## src/assert_macros.svh

```systemverilog
// Assertion macros shared by the arm inverse kinematics RTL
`ifndef ASSERT_MACROS_SVH
`define ASSERT_MACROS_SVH
`ifndef SYNTHESIS
`define ASSERT_IMP(label, clk, rst_n, ante, cons) \
  label: assert property (@(posedge clk) disable iff (!rst_n) (ante) |-> (cons)) \
    else $error("assertion failed");
`define ASSERT_NEXT(label, clk, rst_n, ante, cons) \
  label: assert property (@(posedge clk) disable iff (!rst_n) (ante) |=> (cons)) \
    else $error("assertion failed");
`else
`define ASSERT_IMP(label, clk, rst_n, ante, cons)
`define ASSERT_NEXT(label, clk, rst_n, ante, cons)
`endif
`endif

```

## src/tlik_pkg.sv

```systemverilog
// Types and constants of the arm inverse kinematics block
package tlik_pkg;
  localparam int TabFrac = 20;
  localparam int TabLen  = 24;
  localparam int NormBit = 39;
  localparam int AccW    = 32;

  localparam logic [1:0] ST_OK    = 2'd0;
  localparam logic [1:0] ST_ZHIGH = 2'd1;
  localparam logic [1:0] ST_UNRCH = 2'd2;

  // datapath operations
  localparam logic [3:0] OP_NONE   = 4'd0;
  localparam logic [3:0] OP_LOAD   = 4'd1;
  localparam logic [3:0] OP_SQ     = 4'd2;
  localparam logic [3:0] OP_SQRT_S = 4'd3;
  localparam logic [3:0] OP_SQRT   = 4'd4;
  localparam logic [3:0] OP_GEOM   = 4'd5;
  localparam logic [3:0] OP_CHECK  = 4'd6;
  localparam logic [3:0] OP_ATAN_S = 4'd7;
  localparam logic [3:0] OP_NORM   = 4'd8;
  localparam logic [3:0] OP_PRE    = 4'd9;
  localparam logic [3:0] OP_ROT    = 4'd10;
  localparam logic [3:0] OP_ATAN_E = 4'd11;
  localparam logic [3:0] OP_FINISH = 4'd12;

  typedef struct packed {
    logic [3:0] op;
    logic [1:0] sel;   // sqrt: 0 reach, 1 h; atan: 0 gamma 1 alpha 2 beta 3 base
    logic [4:0] step;
  } tlik_cmd_t;

  typedef struct packed {
    logic sqrt_done;
    logic norm_done;
    logic unreach;
  } tlik_sts_t;

  function automatic logic signed [AccW-1:0] atan_entry(input logic [4:0] i);
    logic signed [AccW-1:0] v;
    case (i)
      5'd0: v = 47185920;  5'd1: v = 27855475;  5'd2: v = 14718068;
      5'd3: v = 7471121;   5'd4: v = 3750058;   5'd5: v = 1876857;
      5'd6: v = 938658;    5'd7: v = 469357;    5'd8: v = 234682;
      5'd9: v = 117342;    5'd10: v = 58671;    5'd11: v = 29335;
      5'd12: v = 14668;    5'd13: v = 7334;     5'd14: v = 3667;
      5'd15: v = 1833;     5'd16: v = 917;      5'd17: v = 458;
      5'd18: v = 229;      5'd19: v = 115;      5'd20: v = 57;
      5'd21: v = 29;       5'd22: v = 14;       5'd23: v = 7;
      default: v = '0;
    endcase
    return v;
  endfunction
endpackage

```

## src/tlik_ctrl.sv

```systemverilog
// Sequencer of the arm inverse kinematics block
`include "assert_macros.svh"
module tlik_ctrl
  import tlik_pkg::*;
#(
  parameter int CordicSteps = 16
) (
  input  logic      clk,
  input  logic      rst_n,
  input  logic      start,
  input  logic      z_high,
  input  tlik_sts_t sts,
  input  logic      out_busy,
  output tlik_cmd_t cmd,
  output logic      idle,
  output logic      done
);
  localparam logic [3:0] S_IDLE = 4'd0, S_SQ = 4'd1, S_SQS = 4'd2, S_SQRT = 4'd3,
    S_GEOM = 4'd4, S_CHK = 4'd5, S_AS = 4'd6, S_NORM = 4'd7, S_PRE = 4'd8,
    S_ROT = 4'd9, S_AE = 4'd10, S_FIN = 4'd11, S_OUT = 4'd12;

  logic [3:0] state_r, state_nxt;
  logic [1:0] sel_r, sel_nxt;
  logic [4:0] step_r, step_nxt;

  always_comb begin
    state_nxt = state_r;
    sel_nxt   = sel_r;
    step_nxt  = step_r;
    cmd.op    = OP_NONE;
    cmd.sel   = sel_r;
    cmd.step  = step_r;
    done      = 1'b0;
    case (state_r)
      S_IDLE: begin
        if (start) begin
          cmd.op = OP_LOAD;
          state_nxt = z_high ? S_OUT : S_SQ;
        end
      end
      S_SQ: begin
        cmd.op = OP_SQ;
        sel_nxt = 2'd0;
        state_nxt = S_SQS;
      end
      S_SQS: begin
        cmd.op = OP_SQRT_S;
        state_nxt = S_SQRT;
      end
      S_SQRT: begin
        cmd.op = OP_SQRT;
        if (sts.sqrt_done) begin
          if (sel_r == 2'd0) state_nxt = S_GEOM;
          else begin
            sel_nxt = 2'd0;
            state_nxt = S_AS;
          end
        end
      end
      S_GEOM: begin
        cmd.op = OP_GEOM;
        state_nxt = S_CHK;
      end
      S_CHK: begin
        cmd.op = OP_CHECK;
        sel_nxt = 2'd1;
        state_nxt = sts.unreach ? S_FIN : S_SQS;
      end
      S_AS: begin
        cmd.op = OP_ATAN_S;
        state_nxt = S_NORM;
      end
      S_NORM: begin
        cmd.op = OP_NORM;
        if (sts.norm_done) state_nxt = S_PRE;
      end
      S_PRE: begin
        cmd.op = OP_PRE;
        step_nxt = '0;
        state_nxt = S_ROT;
      end
      S_ROT: begin
        cmd.op = OP_ROT;
        step_nxt = step_r + 5'd1;
        if (step_r == 5'(CordicSteps - 1)) state_nxt = S_AE;
      end
      S_AE: begin
        cmd.op = OP_ATAN_E;
        sel_nxt = sel_r + 2'd1;
        state_nxt = (sel_r == 2'd3) ? S_FIN : S_AS;
      end
      S_FIN: begin
        cmd.op = OP_FINISH;
        state_nxt = S_OUT;
      end
      S_OUT: begin
        if (!out_busy) begin
          done = 1'b1;
          state_nxt = S_IDLE;
        end
      end
      default: state_nxt = S_IDLE;
    endcase
  end

  always_ff @(posedge clk) begin
    if (!rst_n) begin
      state_r <= S_IDLE;
      sel_r   <= '0;
      step_r  <= '0;
    end else begin
      state_r <= state_nxt;
      sel_r   <= sel_nxt;
      step_r  <= step_nxt;
    end
  end

  assign idle = (state_r == S_IDLE);

  `ASSERT_IMP(a_step_range, clk, rst_n, state_r == S_ROT, step_r < 5'(CordicSteps))
  `ASSERT_NEXT(a_start_leaves_idle, clk, rst_n, idle && start, !idle)
  `ASSERT_NEXT(a_done_idle, clk, rst_n, done, idle)
endmodule

```

## config.mk

```make
export PLATFORM = sky130hd
export DESIGN_NAME = tlik_ctrl
export DESIGN_NICKNAME = d
export VERILOG_FILES = /design/src/tlik_pkg.sv /design/src/tlik_ctrl.sv
export VERILOG_INCLUDE_DIRS = /design/src /design/src/src
export SDC_FILE = /design/constraint.sdc
export NUM_CORES = 1
export LEC_CHECK = 0
export BUFFER_PORTS_ARGS = -buffer_cell sky130_fd_sc_hd__buf_2
export CAP_MARGIN = 20
export CORE_MARGIN = 2
export CORE_UTILIZATION = 35
export DETAILED_ROUTE_END_ITERATION = 7
export PLACE_DENSITY = 0.62
export SETUP_SLACK_MARGIN = 0.5
export SYNTH_ARGS = -nofsm -noshare
export SYNTH_HDL_FRONTEND = slang
export SYNTH_SLANG_ARGS = --single-unit
```

## constraint.sdc

```tcl
create_clock -name clk -period 1.9 [get_ports clk]
set_input_delay 0.285 -clock clk [delete_from_list [all_inputs] [get_ports clk]]
set_output_delay 0.285 -clock clk [all_outputs]
set_load 0.03 [all_outputs]
```

== Word level (Yosys, flattened, before mapping) ==
Cells that the tools add are included.
Word-level totals
  word-level logic and storage cells: 49
  input bits: 8
  flip-flop bits (word level): 11
Cells by class
  mux-type cells: 18
  eq/ne operators: 20
  $add $sub $neg: 2
  reductions and logical operators: 6
Operator list (number)
  case mux 4 bit (13 select lines): 1
  case mux 4 bit (12 select lines): 1
  two-way mux 4 bit: 8
  == test 4 bit, second input constant: 5
  == test 4 x 3 -> 1 bit, second input constant: 4
  inequality test 2 bit, second input constant: 6
  case mux 5 bit (2 select lines): 1
  == test 4 x 2 -> 1 bit, second input constant: 2
  case mux 2 bit (4 select lines): 1
  two-way mux 2 bit: 3
  adder 5 x 1 -> 5 bit, second input constant: 1
  == test 5 x 4 -> 1 bit, second input constant: 1
  AND reduction 5 bit: 1
  == test 4 x 1 -> 1 bit, second input constant: 1
  zero test 4 bit: 1
  nonzero test 4 bit: 1
  two-way mux 1 bit: 3
  AND reduction 3 bit: 1
  adder 2 x 1 -> 2 bit, second input constant: 1
  == test 2 bit, second input constant: 1
  zero test 2 bit: 1
  nonzero test 2 bit: 1

== Longest topological paths before layout ==
Gate-level depths: netlist of the first run.
  depth in word-level cells: 4
  depth in mapped cells: 7
  depth with buffers taken out: 7

== Least setup slack after synthesis of the first run ==
No wires, ideal clock.
  path type: reg2out
  start point: reg state_r[2]
  end point: out done
  data arrival time: 1.684 ns
  setup slack: -0.069 ns
  buffers on the path: 2
  cell stages (with the launch flop): 5
  required time: 1.615 ns
  cell sequence: dfxtp_1 buf_2 buf_2 nand2_1 nor4_1
Between the ends
  cells in the longest elaborated chain, start to end: 2
Ends and longest elaborated chain
  from (decl): RTL line tlik_ctrl.sv:22  | logic [3:0] state_r, state_nxt;
  from (signal assigned): RTL line tlik_ctrl.sv:112  | state_r <= state_nxt;
  == test 4 bit: RTL line tlik_ctrl.sv:34  | case (state_r)
  two-way mux 1 bit: RTL line tlik_ctrl.sv:34
  to (decl): RTL line tlik_ctrl.sv:16  | output logic done
No other way between the ends.

== Worst setup path after layout of the first run ==
  start point: reg state_r[2]
  end point: out idle
Between the ends
  cells in the longest elaborated chain, start to end: 1
Ends and longest elaborated chain
  zero test 4 bit: RTL line tlik_ctrl.sv:118  | assign idle = (state_r == S_IDLE);
  to (decl): RTL line tlik_ctrl.sv:15  | output logic idle,
No other way between the ends.

==> qor.yml, run 1 <==
sta:
  relSlewSlack_pct: 77.5
  drv_slew: 0
  tns_ns: 0
  timing.final.crit_share_pct: 90.8
  hold_violations: 0
  hold_ws_ns: 0.279
  rsz0062_at_grt: "yes"
  worst_pin_slew_ns: 0.335
  finClkSkew_ns: 0.00304
  fin_ws_ns: 0.174
  timing.final.crit_period_ns: 1.73
  fmax_mhz: 580
  finalSetupViolCount: 0
global_route:
  antenna_found_initial: 0
  grt_max_degree: 12
  grt_pass1_wl_um: 4370
  globalRouteOverflowTotal: 0
  track_usage_pct: 20.9
  grt_pass1_vias: 977
synth:
  synth.area.top_cells: "dfxtp_1 (26%), a21oi_1 (7.0%), ha_1 (5.8%), nand3_1 (3.5%), o32ai_4 (3.2%)"
  yosys.area_share.simple_pct: 30.8
  synth_top_area_share_pct: 25.7
  ys.flop_type: "dfxtp_1"
  synthCells: 110
  synth_compound_area_share_pct: 27.8
  muxShareOfSynthArea_pct: 1.31
  synth-seq-area-share_pct: 25.7
  yosys.area.top_type: "dfxtp_1"
  synth_top_family_by_area: "simple AND/OR/NAND/NOR gates"
  synth_nets: 122
  synth_fa_ha_area_share_pct: 5.83
  synthArstFlopShare_pct: 0
  synth.ff_latch_count: 11
  syn_area_per_cell_um2: 7.80
  synth_edf_count: 0
  synth_warnings: 0
  synth_commonest_cells: "a21oi_1 (12), dfxtp_1 (11), nand2_1 (7)"
  ys_types: 43
  synth_xor_area_share_pct: 1.02
  post-synth-top-count-cell: "a21oi_1"
  synthesis.area_um2: 858
drt:
  drcViolationCount: 0
  drtIter0Drc: 21
  postRouteAntennaNets: 0
  vias: 1042
  wl_per_cell_um: 15.8
  wirelength_um: 2890
  post_drt_via_cell_ratio: 5.69
  dr.pass1.iters: 4
placed_design:
  dp_slack_ns: 0.254
  gp_congestion: 0.856
  hpwl_um: 1610
  io_buffer_count: 20
clock_tree:
  hold_buffers: 0
  htreeDepth: 1
  clkSinkCount: 11
  tritoncts: "built"
  cts_root_buf: "clkbuf_4"
  clkTransAtPathRegs_ns: 0.07
  clock_latency_ns: 0.26
  cts.path.max_buffers: 2
  cts_made_buffers: 3
floorplanning:
  die_area_um2: 2860
  rows: 17
  coreArea_um2: 2280
  die_h_um: 53.5
  die_w_um: 53.5
  initial_core_util_pct: 37.7
  io_pins: 21
critical_path:
  critPathKind: "reg2out"
  crit_buf_inv: 3
  startpoint_type: "flop"
  cp-end-kind: "output port"
  slowest_delay_ns: 0.50
  critical-path-top-delay-family: "simple AND/OR/NAND/NOR gates"
  crit_chain: "buf_8, or4_4, clkinvlp_4, buf_6"
  cp_slowest_cell: "or4_4"
  crit_fanout: 3
  crit_required_ns: 1.62
  arrival_ns: 1.44
power:
  combPwrFrac_pct: 76.2
  p_sw_w: 0.00101
  p_clk_share_pct: 6.9
  p_int_w: 0.00124
  p_sw_share_pct: 45.0
  vdd_ir_drop_max_mv: 0.803
  power_density_nw_per_um2: 1520
  seqPwrFrac_pct: 16.9
  finalPower_w: 0.00225
  p_leak_nw: 0.583
run:
  maxCapViolCount: 0
final_layout:
  syn2layout_area_growth_pct: 72.4
  n_antenna_cell: 0
  finalNetCount: 168
  fill_cells: 182
  drive_gt1_share_pct: 61.9
worst_hold_path:
  hp-class: "in2reg"
run_status:
  status: "completed"
[final timing paths]
kind / startpoint / endpoint / slack, ns / depth (start not counted)
max: state_r[2] / idle / 0.17 / 4
min: rst_n / state_r[1] / 0.28 / 2
max reg2reg: state_r[2] / state_r[0] / 0.20 / 6
min reg2reg: step_r[3] / step_r[3] / 0.51 / 2
[registers in the layout (all words and copies together), names as in the netlist]
name,flops
step_r,5
state_r,4
sel_r,2
[power groups by stage]
stage	registers, W	logic, W	clock network [W]
after floorplan	0.000344	0.000860	0
after global placement	0.000393	0.00103	0
after detailed placement	0.000395	0.00103	0
after CTS	0.000370	0.00154	0.000166
after global routing	0.000389	0.00182	0.000183
final	0.000381	0.00171	0.000155
[worst reg2reg max path: cells and delay by family, from the launching register on]
kind            cells  cell delay [ns]
compound gates      3             0.44
flops               1             0.36
simple gates        1             0.50
buf+inv             2             0.29
[placed cells by master (no fill, tap or decap), types with 4 or more instances in the layout]
cell     netlist  routed
nand2_1        7       5
dfxtp_4        0       8
buf_6          1      12
nor2_1         5       4
nor3_2         0       4
a21oi_1       12       7
o21ai_1        2       4
buf_4          0      21
a21oi_2        0       5
inv_2          2       4
nand3_1        6       6
buf_2          4      14
[metal layers]
metal	routed length, µm	vias to the layer above	track usage, %
met2	1540	43	37.7
met1	1140	492	24.4
met4	41	0	9.83
met5	0	-	0
li1	-	501	-
met3	165	6	2.26
[cell type report]
| class | instances | area [µm²] | share of cell area [%] |
|---|---|---|---|
| Multi-Input combinational cell | 85 | 761 | 51.4 |
| Timing Repair Buffer | 48 | 378 | 25.5 |
| Sequential cell | 11 | 250 | 16.9 |
| Tap cell | 28 | 35.0 | 2.37 |
| Inverter | 7 | 30.0 | 2.03 |
| Clock buffer | 4 | 26.3 | 1.78 |
[logic make-up (layout without fill, tap and decap cells)]
logic type	Yosys count	count (layout)
and+or+nand+nor	45	45
AOI/OAI and AO/OA	34	34
buffers and inverters	14	59
DFF	11	11
adders and majority gates	4	4
xor gates and xnor gates	1	1
muxes	1	1
[metrics by stage]
step                      cell area (µm²)  util, %  instances
after detailed placement             1080     47.4        157
after CTS                            1400     61.3        180
after global routing                 1480     65.0        183
after floorplan                       947        -        110
after global placement               1080     47.4        157
final                                1480     65.0        183
[what timing repair did]
action,in CTS,in global routing
pin swaps,15,7
gates cloned,0,0
gates resized for setup,41,12
endpoints found under the setup margin,17,17
setup buffers,19,3
Power figures use the tool's default switching activity.
==> inputs of run 2 (changes only) <==
--- a/config.mk
+++ b/config.mk
@@ -6,12 +6,12 @@
 export SDC_FILE = /design/constraint.sdc
 export NUM_CORES = 1
 export LEC_CHECK = 0
-export BUFFER_PORTS_ARGS = -buffer_cell sky130_fd_sc_hd__buf_2
-export CAP_MARGIN = 20
+export CAP_MARGIN = 40
 export CORE_MARGIN = 2
 export CORE_UTILIZATION = 35
 export DETAILED_ROUTE_END_ITERATION = 7
-export PLACE_DENSITY = 0.62
+export DONT_BUFFER_PORTS = 1
+export PLACE_DENSITY = 0.55
 export SETUP_SLACK_MARGIN = 0.5
 export SYNTH_ARGS = -nofsm -noshare
 export SYNTH_HDL_FRONTEND = slang
==> constraint.sdc (replaced) <==
create_clock -name clk -period 1.9 [get_ports clk]
set_input_delay 0.095 -clock clk [delete_from_list [all_inputs] [get_ports clk]]
set_output_delay 0.095 -clock clk [all_outputs]
set_load 0.03 [all_outputs]
==> run 2 against run 1 <==
  * Critical path depth grew 3
  * Power shrank 25%
  * Register-to-register slack gained 0.08 ns
  * Largest power group unchanged
  * Clock power grew 5%
  * Fmax grew 6.6%
==> qor.yml, run 2 (same netlist as run 1, synthesis figures left out) <==
sta:
  tns_ns: 0
  finClkSkew_ns: 0.00621
  drv_slew: 0
  timing.final.crit_share_pct: 85.2
  worst_pin_slew_ns: 0.367
  fin_ws_ns: 0.282
  hold_ws_ns: 0.0909
  timing.final.crit_period_ns: 1.62
  relSlewSlack_pct: 75.2
  hold_violations: 0
  rsz0062_at_grt: "yes"
  finalSetupViolCount: 0
  fmax_mhz: 618
placed_design:
  hpwl_um: 1590
  io_buffer_count: 0
  dp_slack_ns: 0.219
  gp_congestion: 0.781
critical_path:
  crit_chain: "ha_4, and3_4, ha_4, nor3b_2, o21a_1, nor2_2, a311oi_1"
  cp_slowest_cell: "dfxtp_4"
  crit_top_cell: "ha_4"
  cp-end-kind: "flop"
  crit_required_ns: 2.07
  critPathKind: "reg2reg"
  startpoint_type: "flop"
  arrival_ns: 1.79
  crit_fanout: 4
  slowest_delay_ns: 0.40
final_layout:
  finalNetCount: 137
  top_register: "step_r"
  final_cell_mix: "a21oi_1 (12), buf_4 (12), nand2_1 (6), nand3_1 (6)"
  drive_gt1_share_pct: 40.3
  top_regs: "step_r x5, state_r x4, sel_r x2"
  syn2layout_area_growth_pct: 32.8
  largest_register_ffs: 5
  fill_cells: 230
  multi_input_area_um2: 662
  n_antenna_cell: 0
  regArea_um2: 243
clock_tree:
  cts_root_buf: "clkbuf_4"
  clkTransAtPathRegs_ns: 0.07
  htreeDepth: 1
  clock_latency_ns: 0.27
  tritoncts: "built"
  cts.path.max_buffers: 2
  clkSinkCount: 11
  cts_made_buffers: 3
drt:
  post_drt_via_cell_ratio: 5.66
  vias: 861
  dr.pass1.iters: 4
  drcViolationCount: 0
  postRouteAntennaNets: 0
  wl_per_cell_um: 15.1
  drtIter0Drc: 12
  wirelength_um: 2290
worst_hold_path:
  hp-class: "in2reg"
floorplanning:
  die_w_um: 53.5
  rows: 17
  die_h_um: 53.5
  io_pins: 21
  coreArea_um2: 2280
  initial_core_util_pct: 37.7
  die_area_um2: 2860
global_route:
  track_usage_pct: 18.4
  globalRouteOverflowTotal: 0
  grt_pass1_vias: 828
  grt_max_degree: 15
  antenna_found_initial: 0
  grt_pass1_wl_um: 3860
run_status:
  status: "completed"
power:
  power_density_nw_per_um2: 1470
  p_leak_nw: 0.394
  vdd_ir_drop_max_mv: 0.864
run:
  maxCapViolCount: 0
-- run 2: cell type report --
| type | instances | area share (%) |
|---|---|---|
| inverters | 7 | 3.07 |
| well taps | 28 | 3.07 |
| clock buffers | 4 | 2.31 |
| flip-flops and latches | 11 | 21.3 |
| repair buffers | 17 | 12.2 |
| multi-input cells | 85 | 58.1 |
-- run 2: where the power goes --
group	total (W)	leakage [nW]	internal, W	switching [W]
Clock	0.000162	0.0150	0.0000813	0.0000804
Combinational	0.00111	0.285	0.000498	0.000611
Sequential	0.000407	0.0946	0.000289	0.000118
Total	0.00168	0.394	0.000869	0.000810
-- run 2: layer usage --
layer / track usage [%] / up-vias / wire, µm
met2: 29.0 / 25 / 1030
met1: 24.5 / 395 / 1080
met5: 0 / - / 0
li1: - / 439 / -
met3: 6.50 / 2 / 174
met4: 2.56 / 0 / 6
-- run 2: timing repair --
item | 4_1_cts | 5_1_grt
hold endpoints to repair | 2 | 0
buffers inserted | 4 | 1
pin swaps | 1 | 1
setup endpoints to repair | 17 | 17
hold buffers | 1 | 0
resized for setup | 15 | 5
cloned | 1 | 0
-- run 2: path summary, 6_finish.rpt --
kind                   from          to  slack (ns)  cells past startpoint
setup / recovery  step_r[1]  state_r[0]        0.28                      7
hold / removal       z_high  state_r[0]        0.09                      3
setup reg to reg  step_r[1]  state_r[0]        0.28                      7
hold reg to reg    sel_r[1]    sel_r[1]        0.57                      2
-- run 2: metrics by stage --
| step | cell area [µm²] | utilization, % | total power, W | instances |
|---|---|---|---|---|
| 2_1_floorplan | 918 | - | 0.00114 | 110 |
| 3_3_place_gp | 990 | 43.5 | 0.00133 | 141 |
| 3_5_place_dp | 990 | 43.5 | 0.00133 | 141 |
| 4_1_cts | 1110 | 48.7 | 0.00165 | 151 |
| 5_1_grt | 1140 | 50.1 | 0.00181 | 152 |
| 6_report | 1140 | 50.1 | 0.00168 | 152 |
-- run 2: critical path, delay by kind of cell (launching register included) --
family	cells	cell delay [ns]
simple gates	3	0.44
flops	1	0.40
compound gates	2	0.38
fa+ha+maj	2	0.32
